$ cat src/design/ehash_pkg.sv
// Package for the extendible hash table: sizes, codes, and the controller
// and datapath command/status types. It has no dependencies.
package ehash_pkg;

  localparam int MAX_DEPTH = 6;
  localparam int SLOTS     = 8;
  localparam int KEY_W     = 32;
  localparam int VAL_W     = 32;
  localparam int DIR_W     = MAX_DEPTH;
  localparam int DIR_N     = 1 << MAX_DEPTH;
  localparam int SLOT_W    = $clog2(SLOTS);
  localparam int KV_AW     = DIR_W + SLOT_W;
  localparam int USED_W    = $clog2(SLOTS + 1);
  localparam int CAP_W     = 4;
  localparam int DEPTH_W   = 3;
  localparam int COUNT_W   = 7;

  localparam logic [1:0] CMD_FIND   = 2'd0;
  localparam logic [1:0] CMD_INSERT = 2'd1;
  localparam logic [1:0] CMD_REMOVE = 2'd2;
  // The spare command code behaves as a find.
  localparam logic [1:0] CMD_SPARE  = 2'd3;

  localparam logic [1:0] ST_OK       = 2'd0;
  localparam logic [1:0] ST_MISSING  = 2'd1;
  localparam logic [1:0] ST_FULL     = 2'd2;

  localparam logic [CAP_W-1:0] CAP_RESET = 4'd8;

  typedef enum logic [4:0] {
    OP_NONE, OP_INIT, OP_LOAD, OP_DIR_RD, OP_BKT_RD, OP_ROW_LATCH,
    OP_SLOT_RD, OP_SLOT_CMP, OP_FIND_DONE, OP_REMOVE, OP_OVERWRITE,
    OP_STORE, OP_FULL, OP_SPLIT_BEGIN, OP_DBL_RD, OP_DBL_WR, OP_NEW_LD,
    OP_MOVE_RD, OP_MOVE_WR, OP_ROW_WR_OLD, OP_ROW_WR_NEW, OP_RP_RD, OP_RP_WR
  } dp_op_t;

  typedef enum logic [4:0] {
    S_INIT, S_IDLE, S_DIR, S_BKT, S_LATCH, S_SRD, S_SCMP, S_DECIDE,
    S_DRD, S_DWR, S_NLD, S_MRD, S_MWR, S_WOLD, S_WNEW, S_PRD, S_PWR
  } ctl_state_t;

  typedef struct packed {
    dp_op_t op;
  } dp_cmd_t;

  typedef struct packed {
    logic [1:0] cmd;
    logic       hit;
    logic       room;
    logic       at_limit;
    logic       grow;
    logic       slot_last;
    logic       i_last;
    logic       out_free;
  } dp_status_t;

  // Directory index mask for a given global depth.
  function automatic logic [DIR_W-1:0] dir_mask(input logic [DEPTH_W-1:0] depth);
    logic [DIR_W:0] full;
    full = ({{DIR_W{1'b0}}, 1'b1} << depth) - {{DIR_W{1'b0}}, 1'b1};
    return full[DIR_W-1:0];
  endfunction

endpackage

$ cat src/design/ehash_ctrl.sv
// Controller state machine of the extendible hash table.
// Depends on ehash_pkg; drives the datapath through dp_cmd_t.
module ehash_ctrl
  import ehash_pkg::*;
(
  input  logic       clk,
  input  logic       rst,
  input  logic       in_valid,
  output logic       in_stall,
  input  dp_status_t stat,
  output dp_cmd_t    ctl
);

  ctl_state_t state, state_next;

  // State register.
  always_ff @(posedge clk) begin
    if (rst) begin
      state <= S_INIT;
    end else begin
      state <= state_next;
    end
  end

  assign in_stall = (state != S_IDLE);

  // Next state and datapath command.
  always_comb begin
    state_next = state;
    ctl.op     = OP_NONE;
    case (state)
      S_INIT: begin
        ctl.op     = OP_INIT;
        state_next = S_IDLE;
      end
      S_IDLE: begin
        if (in_valid) begin
          ctl.op     = OP_LOAD;
          state_next = S_DIR;
        end
      end
      S_DIR: begin
        ctl.op     = OP_DIR_RD;
        state_next = S_BKT;
      end
      S_BKT: begin
        ctl.op     = OP_BKT_RD;
        state_next = S_LATCH;
      end
      S_LATCH: begin
        ctl.op     = OP_ROW_LATCH;
        state_next = S_SRD;
      end
      S_SRD: begin
        ctl.op     = OP_SLOT_RD;
        state_next = S_SCMP;
      end
      S_SCMP: begin
        ctl.op     = OP_SLOT_CMP;
        state_next = stat.slot_last ? S_DECIDE : S_SRD;
      end
      S_DECIDE: begin
        if (stat.cmd == CMD_INSERT && !stat.hit && !stat.room && !stat.at_limit) begin
          ctl.op     = OP_SPLIT_BEGIN;
          state_next = stat.grow ? S_DRD : S_NLD;
        end else if (stat.out_free) begin
          state_next = S_IDLE;
          case (stat.cmd)
            CMD_INSERT: ctl.op = stat.hit ? OP_OVERWRITE : (stat.room ? OP_STORE : OP_FULL);
            CMD_REMOVE: ctl.op = OP_REMOVE;
            default:    ctl.op = OP_FIND_DONE;
          endcase
        end
      end
      S_DRD: begin
        ctl.op     = OP_DBL_RD;
        state_next = S_DWR;
      end
      S_DWR: begin
        ctl.op     = OP_DBL_WR;
        state_next = stat.i_last ? S_NLD : S_DRD;
      end
      S_NLD: begin
        ctl.op     = OP_NEW_LD;
        state_next = S_MRD;
      end
      S_MRD: begin
        ctl.op     = OP_MOVE_RD;
        state_next = S_MWR;
      end
      S_MWR: begin
        ctl.op     = OP_MOVE_WR;
        state_next = stat.slot_last ? S_WOLD : S_MRD;
      end
      S_WOLD: begin
        ctl.op     = OP_ROW_WR_OLD;
        state_next = S_WNEW;
      end
      S_WNEW: begin
        ctl.op     = OP_ROW_WR_NEW;
        state_next = S_PRD;
      end
      S_PRD: begin
        ctl.op     = OP_RP_RD;
        state_next = S_PWR;
      end
      S_PWR: begin
        ctl.op     = OP_RP_WR;
        state_next = stat.i_last ? S_DIR : S_PRD;
      end
      default: begin
        state_next = S_INIT;
      end
    endcase
  end

endmodule

$ cat config.mk
export PLATFORM = sky130hd
export DESIGN_NAME = ehash_ctrl
export DESIGN_NICKNAME = d
export VERILOG_FILES = /design/src/design/ehash_pkg.sv /design/src/design/ehash_ctrl.sv
export SDC_FILE = /design/constraint.sdc
export NUM_CORES = 1
export LEC_CHECK = 0
export ABC_AREA = 0
export BUFFER_PORTS_ARGS = -buffer_cell sky130_fd_sc_hd__buf_4
export CORE_AREA = 3 3 40 42
export CTS_CLUSTER_SIZE = 14
export DETAILED_ROUTE_END_ITERATION = 10
export DIE_AREA = 0 0 43 45
export HOLD_SLACK_MARGIN = 0.03
export MAX_ROUTING_LAYER = met4
export PLACE_DENSITY = 0.73
export SYNTH_ARGS = -nofsm -noshare
export SYNTH_HDL_FRONTEND = slang
export SYNTH_SLANG_ARGS = --single-unit
$ cat constraint.sdc
create_clock -name clk -period 3.25 [get_ports clk]
set_clock_uncertainty 0.1 [all_clocks]
set_input_delay 0.65 -clock clk [delete_from_list [all_inputs] [get_ports clk]]
set_output_delay 0.65 -clock clk [all_outputs]
set_load 0.01 [all_outputs]
# == Yosys cells after proc, flatten, opt, wreduce, memory -nomap -nowiden ==
# Cells that the tools add are included.
# op_classes
reduce_logical,8
eq_ne,21
n_mux,16
# ops
operator,n
5-bit case mux with 17 select lines,2
"5-bit by 4-bit equality test with 1-bit output, second input constant",8
"5-bit by 3-bit equality test with 1-bit output, second input constant",4
5-bit 2-to-1 mux,3
4-bit 2-to-1 mux,3
"5-bit by 2-bit equality test with 1-bit output, second input constant",2
3-bit 2-to-1 mux,3
2-bit 2-to-1 mux,4
3-bit case mux with 2 select lines,1
"5-bit by 1-bit equality test with 1-bit output, second input constant",1
"5-bit equality test, second input constant",1
5-bit logical NOT,1
"5-bit by 1-bit != test with 1-bit output, second input constant",1
1-bit logical AND,3
1-bit logical NOT,3
"3-bit != test, second input constant",1
"2-bit by 1-bit equality test with 1-bit output, second input constant",1
"2-bit equality test, second input constant",1
"2-bit != test, second input constant",1
2-bit AND reduction,1
# totals
word_cells,46
input_bits,12
register_bits,5

# == Logic depth before layout (Yosys ltp) ==
# Gate-level depths: netlist of run 1.
# depth
depth_word,6
mapped_depth,6
mapped_depth_nobuf,6

# == Least setup slack after synthesis of run 1 ==
# OpenSTA, ideal clock, no wires.
# synth_timing
kind,input to output
start,input port stat[8] in the netlist's numbering
end,output port ctl[2] in the netlist's numbering
path_buffers,0
stages,6
slack_ns,0.783
t_arrival_ns,1.717
path_cell_list,inv_1 > ha_1 > nor4b_2 > o21ai_1 > a311o_1 > o311ai_1
# synth_lines
element,line_no,text
"start, declared",ehash_ctrl.sv:10,"input dp_status_t stat,"
"end, declared",ehash_ctrl.sv:11,output dp_cmd_t ctl

==> impl_metrics.env, run 1 <==
export IMPL_status="complete, no violations"
export IMPL_wl_per_cell_microns=13.3
export IMPL_regMostFlops="state"
export IMPL_worstHoldPathCells=2
export IMPL_drtPass1Iterations=4
export IMPL_crit_chain="nand4b_1 -> nor2_1 -> nand3_1 -> o311ai_1 -> buf_4"
export IMPL_overflow=0
export IMPL_p_int_mw=0.153
export IMPL_finalHoldViolations=0
export IMPL_period_needed_ns=2.75
export IMPL_grt_max_degree=24
export IMPL_grt_pass1_wl_microns=2770
export IMPL_grt_use_met2_pct=26.6
export IMPL_cts_sinks=5
export IMPL_fillerInstances=132
export IMPL_synth_seq_cells=5
export IMPL_postRouteAntennaNets=0
export IMPL_synth_simple_area_share_pct=38.7
export IMPL_setup_violations=0
export IMPL_synth_edff_count=0
export IMPL_netlist_area_sq_um=653
export IMPL_coreArea_sq_um=1280
export IMPL_final_area_sq_um=800
export IMPL_synth_top_cell_area_share_pct=15.3
export IMPL_via_count=750
export IMPL_reg2reg_depth=4
export IMPL_dpl_hpwl_microns=1170
export IMPL_synthDistinctLibCells=44
export IMPL_use_met1_pct=27.3
export IMPL_avgSynthCellArea_sq_um=6.95
export IMPL_p_seq_share_pct=33.9
export IMPL_syn_inst=94
export IMPL_synth_compound_area_share_pct=31.8
export IMPL_fp_dieH_microns=45
export IMPL_cts_buffers=3
export IMPL_grt_setup_unrepaired="no"
export IMPL_grtUsageTotal_pct=18.8
export IMPL_port_buffers=17
export IMPL_antenna_found_initial=0
export IMPL_yosysWarnings=0
export IMPL_hold_path_end="state[4]"
export IMPL_synth_flop_cell="dfxtp_1"
export IMPL_r2r_end="state[2]"
export IMPL_routed_via_density=6.10
export IMPL_cts_hold_buffers=0
export IMPL_drt_iter0_drc=21
export IMPL_post_cts_repair_setup_buffers=0
export IMPL_die_area_sq_um=1940
export IMPL_fp_row_count=13
export IMPL_routed_wl_microns=1630
export IMPL_required_ns=2.50
export IMPL_initial_core_util_pct=50.8
export IMPL_endpoint_kind="primary output"
export IMPL_p_sw_mw=0.0720
export IMPL_hold_class="reg2reg"
export IMPL_syn_to_final_growth_pct=22.4
export IMPL_drive_gt1_share_pct=22.2
export IMPL_synth_mux_area_share_pct=1.53
export IMPL_slew_headroom_pct=54.0
export IMPL_place_congestion=0.861
export IMPL_synth_top_family_by_area="simple AND/OR/NAND/NOR gates"
export IMPL_finalCritPeriodShare_pct=84.5
export IMPL_ctsResizeCount=0
export IMPL_fp_dieW_microns=43
export IMPL_clock_fmax_ghz=0.364
export IMPL_grt_pass1_vias=636
export IMPL_yosys_top_cells_area="dfxtp_1 15%, nor2_1 6.3%, nand2b_1 5.7%"
export IMPL_slowest_delay_ns=0.70
export IMPL_clk_latency_ns=0.24
export IMPL_finalMaxSlewViolations=0
export IMPL_final_setup_tns_ns=0
export IMPL_cp_start_kind="flop"
export IMPL_synth_largest_area_cell="dfxtp_1"
export IMPL_antennaDiodeCount=0
export IMPL_synth_xor_area_share_pct=1.34
export IMPL_r2r_setup_slack_ns=1.35
export IMPL_maxCapViolations=0
export IMPL_yosys_area_share_adder_pct=3.83
export IMPL_largest_reg_flops=5
export IMPL_largestRegisters="state (5)"
export IMPL_synth_sequential_area_ratio_pct=15.3
export IMPL_cp_max_fo=21
export IMPL_post_dp_cell_area_sq_um=773
export IMPL_synth_nets=108
export IMPL_timing_rr_start="state[4]"
export IMPL_swShare_pct=32.0
export IMPL_nets=123
export IMPL_startpoint="state[1]"
export IMPL_holdCritStartpoint="state[0]"
export IMPL_drc=0
export IMPL_cp_arrival_ns=2.00
export IMPL_slowest_stage="dfxtp_1"
export IMPL_p_leak_nw=0.306
export IMPL_ir_drop_mv=0.272
export IMPL_io_pins=18
export IMPL_grt_busiest_layer="met1"
export IMPL_pwr_share_clk_pct=31.4
export IMPL_path_clk_slew_ns=0.04
export IMPL_worstMarginPinSlew_ns=0.689
export IMPL_synth_async_reset_ratio_pct=0
export IMPL_clockRootBuffer="clkbuf_4"
export IMPL_grtUsageMet3_pct=1.20
export IMPL_critPathKind="reg2out"
export IMPL_cp_top_family="flip-flops"
export IMPL_path_buf_inv=1
export IMPL_p_comb_share_pct=34.7
export IMPL_clockBufferDepth=2
export IMPL_htreeDepth=1
export IMPL_cts_tree="yes"
export IMPL_power_density_nw_per_um2=281
synth_stat cells (all sizes together), types with 2 or more instances:
library cell and number:
dfxtp 5, o21bai 2, buf 7, nor3b 2, nor2 11, nand2b 6, nor3 2, inv 2
a31oi 2, nor4b 2, o21ai 8, clkbuf 2, nor2b 2, nand2 6, or2 3, ha 2
a21oi 6
layout make-up:
class / count / area, sq um / share of cell area (%)
Clock buffer: 4 / 26.3 / 3.29
Inverter: 2 / 7.51 / 0.939
Multi-Input combinational cell: 78 / 504 / 63.1
Sequential cell: 5 / 100 / 12.5
Tap cell: 15 / 18.8 / 2.35
Timing Repair Buffer: 19 / 143 / 17.8
how the worst max path moves through the flow:
stage	to	cells after the start
2_1_floorplan	ctl[2]	6
3_3_place_gp	ctl[2]	9
3_5_place_dp	ctl[2]	9
4_1_cts	ctl[2]	9
5_1_grt	ctl[2]	5
6_report	ctl[2]	5
cell usage in the layout (no fill, tap or decap), types with 3 or more instances in the layout:
cell type  synthesis  routed
nor2_1            11      11
or2_1              3       3
clkbuf_4           0       3
o21ai_1            3       3
nand2_1            6       6
buf_4              0      19
dfxtp_1            5       5
nand2b_1           6       6
a21oi_1            6       6
o21ai_0            5       5
per-stage QoR:
stage | std cells | util (%) | setup WS [ns] | power (mW) | hold slack (ns)
3_3_place_gp | 119 | 60.2 | 0.548 | 0.154 | 0.466
2_1_floorplan | 94 | - | 0.783 | 0.124 | 0.496
6_report | 123 | 62.2 | 0.504 | 0.225 | 0.495
5_1_grt | 123 | 62.2 | 0.294 | 0.245 | 0.525
3_5_place_dp | 119 | 60.2 | 0.501 | 0.155 | 0.495
4_1_cts | 123 | 62.2 | 0.505 | 0.227 | 0.503
power groups by stage:
stage	combinational (mW)	clock (mW)	sequential, mW
finish	0.0780	0.0707	0.0761
global route	0.0879	0.0806	0.0770
CTS	0.0781	0.0730	0.0758
detailed placement	0.0779	0	0.0770
global placement	0.0778	0	0.0767
floorplan	0.0564	0	0.0671
cell families after synthesis:
family | count (synthesis)
DFF | 5
and+or+nand+nor | 43
muxes | 1
AOI/OAI and AO/OA | 31
buffers and inverters | 11
adders and majority gates | 2
xor gates and xnor gates | 1
worst register-to-register path, stage by stage, from the launching register on:
cell	delay, ns
dfxtp_1	0.61
or4b_1	0.49
or3_1	0.35
a21oi_1	0.16
a221o_1	0.13
metal layers:
metal  part of all wire [%]  vias up
li1                       -      378
met1                     47      346
met2                     48       26
met3                    5.3        0
met4                      0        0
met5                      0        -
Power figures use the tool's default switching activity.
==> run 2: changes to the inputs <==
--- a/config.mk
+++ b/config.mk
@@ -7,13 +7,13 @@
 export LEC_CHECK = 0
 export ABC_AREA = 0
 export BUFFER_PORTS_ARGS = -buffer_cell sky130_fd_sc_hd__buf_4
-export CORE_AREA = 3 3 40 42
+export CORE_MARGIN = 3
+export CORE_UTILIZATION = 45
 export CTS_CLUSTER_SIZE = 14
 export DETAILED_ROUTE_END_ITERATION = 10
-export DIE_AREA = 0 0 43 45
 export HOLD_SLACK_MARGIN = 0.03
 export MAX_ROUTING_LAYER = met4
-export PLACE_DENSITY = 0.73
+export PLACE_DENSITY = 0.7
 export SYNTH_ARGS = -nofsm -noshare
 export SYNTH_HDL_FRONTEND = slang
 export SYNTH_SLANG_ARGS = --single-unit
==> constraint.sdc (replaced) <==
create_clock -name clk -period 2.35 [get_ports clk]
set_clock_uncertainty 0.1 [all_clocks]
set_input_delay 0.47 -clock clk [delete_from_list [all_inputs] [get_ports clk]]
set_output_delay 0.47 -clock clk [all_outputs]
set_load 0.01 [all_outputs]
==> run 2 against run 1 <==
First-iteration DRC count increased by 14%. Die area increased by 0.48%. Hold slack got worse by 0.17 ns. Sequential share of layout area decreased by 0.57 points. Critical endpoint unchanged. Setup slack got worse by 0.41 ns. Global-route usage increased by 3.0 points. Cell count increased by 5.7%. Largest cell class unchanged. Highest routed layer is now met4.
==> impl_metrics.env, run 2 (synthesis results as in run 1) <==
export IMPL_crit_chain="buf_4 -> inv_1 -> ha_2 -> nor4b_4 -> o21ai_1 -> a311o_1 -> o311ai_1 -> buf_4"
export IMPL_drtPass1Iterations=4
export IMPL_fillerInstances=115
export IMPL_finalCritPeriodShare_pct=96.2
export IMPL_drc=0
export IMPL_drt_iter0_drc=24
export IMPL_clockRootBuffer="clkbuf_4"
export IMPL_slew_headroom_pct=65.8
export IMPL_slowest_stage="a311o_1"
export IMPL_slowest_delay_ns=0.32
export IMPL_regMostFlops="state"
export IMPL_reg2reg_depth=4
export IMPL_path_depth=8
export IMPL_path_buf_inv=3
export IMPL_final_area_sq_um=880
export IMPL_cts_sinks=5
export IMPL_overflow=0
export IMPL_finalMaxSlewViolations=0
export IMPL_crit_top_cell="buf_4"
export IMPL_die_area_sq_um=1940
export IMPL_clockBufferDepth=2
export IMPL_cts_buffers=3
export IMPL_setup_violations=0
export IMPL_fp_dieW_microns=44.1
export IMPL_cp_top_family="compound AO/OA/AOI/OAI gates"
export IMPL_period_needed_ns=2.26
export IMPL_required_ns=1.78
export IMPL_htreeDepth=1
export IMPL_critPathKind="in2out"
export IMPL_routed_wl_microns=1980
export IMPL_layout_common_cells="25 x buf_4, 9 x nor2_1, 6 x nand2_1, 6 x a21oi_1, 6 x nand2b_1"
export IMPL_p_leak_nw=0.367
export IMPL_hold_class="in2reg"
export IMPL_ir_drop_mv=0.338
export IMPL_endpoint_kind="primary output"
export IMPL_worstHoldPathCells=2
export IMPL_routed_via_density=6.21
export IMPL_nets=130
export IMPL_grt_pass1_vias=716
export IMPL_port_buffers=17
export IMPL_wl_per_cell_microns=15.2
export IMPL_maxCapViolations=0
export IMPL_fp_dieH_microns=44.1
export IMPL_largestRegisters="state (5)"
export IMPL_worstMarginPinSlew_ns=0.508
export IMPL_power_density_nw_per_um2=379
export IMPL_initial_core_util_pct=49.0
export IMPL_status="complete, no violations"
export IMPL_syn_to_final_growth_pct=34.7
export IMPL_cp_start_kind="input pin"
export IMPL_place_congestion=0.753
export IMPL_grtUsageTotal_pct=21.8
export IMPL_cp_max_fo=3
export IMPL_fp_row_count=13
export IMPL_largest_reg_flops=5
export IMPL_postRouteAntennaNets=0
export IMPL_clock_fmax_ghz=0.442
export IMPL_cp_arrival_ns=1.69
export IMPL_multi_input_comb_area_sq_um=520
export IMPL_post_dp_cell_area_sq_um=811
export IMPL_finish_utilization_pct=65.9
export IMPL_seq_area_sq_um=105
export IMPL_dpl_hpwl_microns=1340
export IMPL_finalHoldViolations=0
export IMPL_io_pins=18
export IMPL_clk_latency_ns=0.25
export IMPL_antennaDiodeCount=0
export IMPL_drive_gt1_share_pct=31.3
export IMPL_coreArea_sq_um=1330
export IMPL_grt_max_degree=19
export IMPL_antenna_found_initial=0
export IMPL_cts_hold_buffers=0
export IMPL_cts_tree="yes"
export IMPL_mostFrequentLayoutCell="buf_4"
export IMPL_final_setup_tns_ns=0
export IMPL_grt_pass1_wl_microns=3150
export IMPL_path_clk_slew_ns=0.05
export IMPL_via_count=807
-- run 2: changes by cell type in the layout (fill, tap and decap cells not counted), sizes merged --
cell	delta
buf	+6
clkbuf	-1
dlymetal6s2s	+1
clkinv	+1
-- run 2: through the flow --
| stage | cells | worst slack, ns | hold WS, ns | power, mW |
|---|---|---|---|---|
| after floorplan | 94 | 0.243 | 0.439 | 0.171 |
| after global placement | 124 | 0.115 | 0.458 | 0.219 |
| after detailed placement | 124 | 0.0748 | 0.483 | 0.222 |
| after CTS | 128 | 0.0375 | 0.328 | 0.329 |
| after global routing | 130 | -0.0321 | 0.326 | 0.358 |
| final | 130 | 0.0899 | 0.328 | 0.333 |
-- run 2: power breakdown --
group          internal, mW  switching [mW]  leakage [nW]
logic                0.0664          0.0674         0.307
registers            0.0892         0.00466        0.0421
clock network        0.0620          0.0437        0.0177
-- run 2: layout make-up --
type / count / share of cell area [%]
Multi-Input combinational cell: 78 / 59.2
Timing Repair Buffer: 26 / 22.8
Sequential cell: 5 / 11.9
Clock buffer: 3 / 2.56
Tap cell: 15 / 2.13
Inverter: 2 / 0.853
Clock inverter: 1 / 0.569
-- run 2: final timing paths --
path | startpoint | to | slack [ns]
setup / recovery | stat[8] | ctl[2] | 0.09
hold / removal | rst | state[3] | 0.33
setup reg to reg | state[3] | state[2] | 0.63
hold reg to reg | state[0] | state[4] | 0.51
-- run 2: metal layers --
layer,GRT usage (%),vias to the layer above,share of wire (%)
met2,33.1,22,50
met5,-,-,0
li1,-,392,-
met3,3.66,4,4.0
met4,10.8,0,1.8
met1,27.8,389,44
-- run 2: timing repair --
| item | CTS | global route |
|---|---|---|
| endpoints found under the setup margin | 0 | 2 |
| buffers inserted | 0 | 2 |
| resized for setup | 0 | 7 |
==> run 3: changes to the inputs <==
--- a/config.mk
+++ b/config.mk
@@ -14,6 +14,7 @@
 export HOLD_SLACK_MARGIN = 0.03
 export MAX_ROUTING_LAYER = met4
 export PLACE_DENSITY = 0.7
+export SETUP_SLACK_MARGIN = 0.2
 export SYNTH_ARGS = -nofsm -noshare
 export SYNTH_HDL_FRONTEND = slang
 export SYNTH_SLANG_ARGS = --single-unit
==> constraint.sdc (replaced) <==
create_clock -name clk -period 2 [get_ports clk]
set_clock_uncertainty 0.1 [all_clocks]
set_input_delay 0.4 -clock clk [delete_from_list [all_inputs] [get_ports clk]]
set_output_delay 0.4 -clock clk [all_outputs]
set_load 0.01 [all_outputs]
==> run 3 against run 2 <==
The flow now finishes with violations (setup timing). Sequential power rose by 20%. First-iteration DRC count rose by 71%. Wire length rose by 17%. Count of clock-buffer cells in the layout rose by 1. Clock power rose by 14%. Via count rose by 7.8%. Hold slack got worse by 0.070 ns. Critical path depth fell by 2. Sequential share of layout area fell by 2.2 points. Global-route usage rose by 0.64 points. Total power rose by 27%. Critical endpoint unchanged.
==> impl_metrics.env, run 3 (synthesis results as in run 1) <==
export IMPL_maxCapViolations=0
export IMPL_finalCritPeriodShare_pct=104
export IMPL_initial_core_util_pct=49.0
export IMPL_post_place_ws_ns=-0.107
export IMPL_routed_via_density=6.00
export IMPL_finalHoldViolations=0
export IMPL_final_area_sq_um=1100
export IMPL_finalMaxSlewViolations=0
export IMPL_path_clk_slew_ns=0.05
export IMPL_timing_rr_start="state[1]"
export IMPL_largestRegisters="state (5)"
export IMPL_fp_row_count=13
export IMPL_coreArea_sq_um=1330
export IMPL_cp_arrival_ns=1.58
export IMPL_slew_headroom_pct=76.9
export IMPL_cp_start_kind="flop"
export IMPL_die_area_sq_um=1940
export IMPL_setup_violations=2
export IMPL_worstHoldPathCells=2
export IMPL_critPathKind="reg2out"
export IMPL_power_mw=0.422
export IMPL_ir_drop_mv=0.210
export IMPL_post_dp_cell_area_sq_um=897
export IMPL_routed_wl_microns=2300
export IMPL_nets=145
export IMPL_overflow=0
export IMPL_reg2reg_depth=4
export IMPL_r2r_setup_slack_ns=0.35
export IMPL_power_density_nw_per_um2=384
export IMPL_p_int_mw=0.277
export IMPL_port_buffers=17
export IMPL_grt_max_degree=19
export IMPL_fp_dieW_microns=44.1
export IMPL_clk_latency_ns=0.25
export IMPL_r2r_end="state[2]"
export IMPL_grt_pass1_vias=742
export IMPL_dpl_hpwl_microns=1360
export IMPL_worstMarginPinSlew_ns=0.344
export IMPL_p_seq_share_pct=26.6
export IMPL_period_needed_ns=2.08
export IMPL_wl_per_cell_microns=15.9
export IMPL_place_inst=130
export IMPL_htreeDepth=1
export IMPL_grt_setup_unrepaired="yes"
export IMPL_layout_common_cells="37 x buf_4, 9 x nor2_1, 6 x nand2_1, 6 x nand2b_1, 5 x a21oi_1"
export IMPL_cts_buffers=3
export IMPL_antenna_found_initial=0
export IMPL_swShare_pct=34.4
export IMPL_mostFrequentLayoutCell="buf_4"
export IMPL_grt_pass1_wl_microns=3260
export IMPL_p_comb_share_pct=44.8
export IMPL_cts_hold_buffers=0
export IMPL_drtPass1Iterations=4
export IMPL_required_ns=1.50
export IMPL_grtUsageTotal_pct=22.5
export IMPL_clock_fmax_ghz=0.480
export IMPL_io_pins=18
export IMPL_largest_reg_flops=5
export IMPL_clockBufferDepth=2
export IMPL_regMostFlops="state"
export IMPL_syn_to_final_growth_pct=68.6
export IMPL_p_sw_mw=0.145
export IMPL_finalWorstSetupSlack_ns=-0.0849
export IMPL_drive_gt1_share_pct=49.2
export IMPL_via_count=870
export IMPL_place_congestion=0.854
export IMPL_clockRootBuffer="clkbuf_4"
export IMPL_violations="setup timing"
export IMPL_cts_tree="yes"
export IMPL_cp_max_fo=6
export IMPL_pwr_share_clk_pct=28.6
export IMPL_antennaDiodeCount=0
export IMPL_postRouteAntennaNets=0
export IMPL_layout_cells_non_filler=145
export IMPL_status="complete, but fails checks"
export IMPL_p_leak_nw=0.452
export IMPL_cts_sinks=5
export IMPL_drc=0
export IMPL_holdCritStartpoint="rst"
export IMPL_drt_iter0_drc=41
export IMPL_hold_path_end="state[1]"
export IMPL_fp_dieH_microns=44.1
export IMPL_hold_class="in2reg"
export IMPL_endpoint_kind="primary output"
run 3: cell types whose count changed in the layout (fill, tap and decap cells not counted), sizes merged:
cell	previous run	this run
buf	25	41
clkbuf	3	4
clkinv	1	0
dlymetal6s2s	1	0
run 3: area by class of cell:
type,instances,area [sq um]
multi-input cells,78,593
fillers,80,233
repair buffers,41,335
flip-flops and latches,5,108
inverters,2,20.0
well taps,15,18.8
clock buffers,4,26.3
run 3: timing repair:
item                                    4_1_cts  5_1_grt
resized for setup                            16       10
pin swaps                                    10        8
hold endpoints to repair                      0        0
setup buffers                                 7        4
endpoints found under the setup margin        5        6
run 3: critical path, cell delays in order, from the launching register on:
cell and delay, ns:
dfxtp_4 0.36, buf_4 0.16, nor2_1 0.12, nand2_1 0.06, a311o_1 0.37, o311ai_2 0.09, buf_4 0.17
run 3: metrics by stage:
| stage | utilization [%] | hold WS [ns] | setup TNS [ns] |
|---|---|---|---|
| 6_report | 82.6 | 0.258 | -0.136 |
| 5_1_grt | 82.6 | 0.260 | -0.435 |
| 4_1_cts | 76.5 | 0.249 | -0.0415 |
| 3_5_place_dp | 67.3 | 0.519 | -0.107 |
| 3_3_place_gp | 67.3 | 0.518 | -0.0767 |
| 2_1_floorplan | - | 0.369 | 0 |
run 3: worst max-delay path by stage:
stage               startpoint  endpoint  slack [ns]  cells past startpoint
finish                state[2]    ctl[2]       -0.08                      6
global placement       stat[8]    ctl[2]       -0.08                      8
global route          state[2]    ctl[2]       -0.15                      6
floorplan              stat[8]    ctl[2]        0.14                      6
detailed placement     stat[8]    ctl[2]       -0.11                      8
CTS                    stat[8]    ctl[2]       -0.04                      8
run 3: per-layer routing:
metal	global-route usage, %	vias up	share of wire, %
met5	-	-	0
met3	3.66	8	6.9
met2	36.3	48	50
met1	29.4	395	40
met4	4.82	0	3.0
li1	-	419	-
run 3: power by group through the flow:
stage | sequential, mW | combinational (mW) | clock [mW]
floorplan | 0.109 | 0.0971 | 0
global placement | 0.114 | 0.160 | 0
detailed placement | 0.114 | 0.161 | 0
CTS | 0.112 | 0.173 | 0.124
global route | 0.113 | 0.207 | 0.130
finish | 0.113 | 0.189 | 0.121
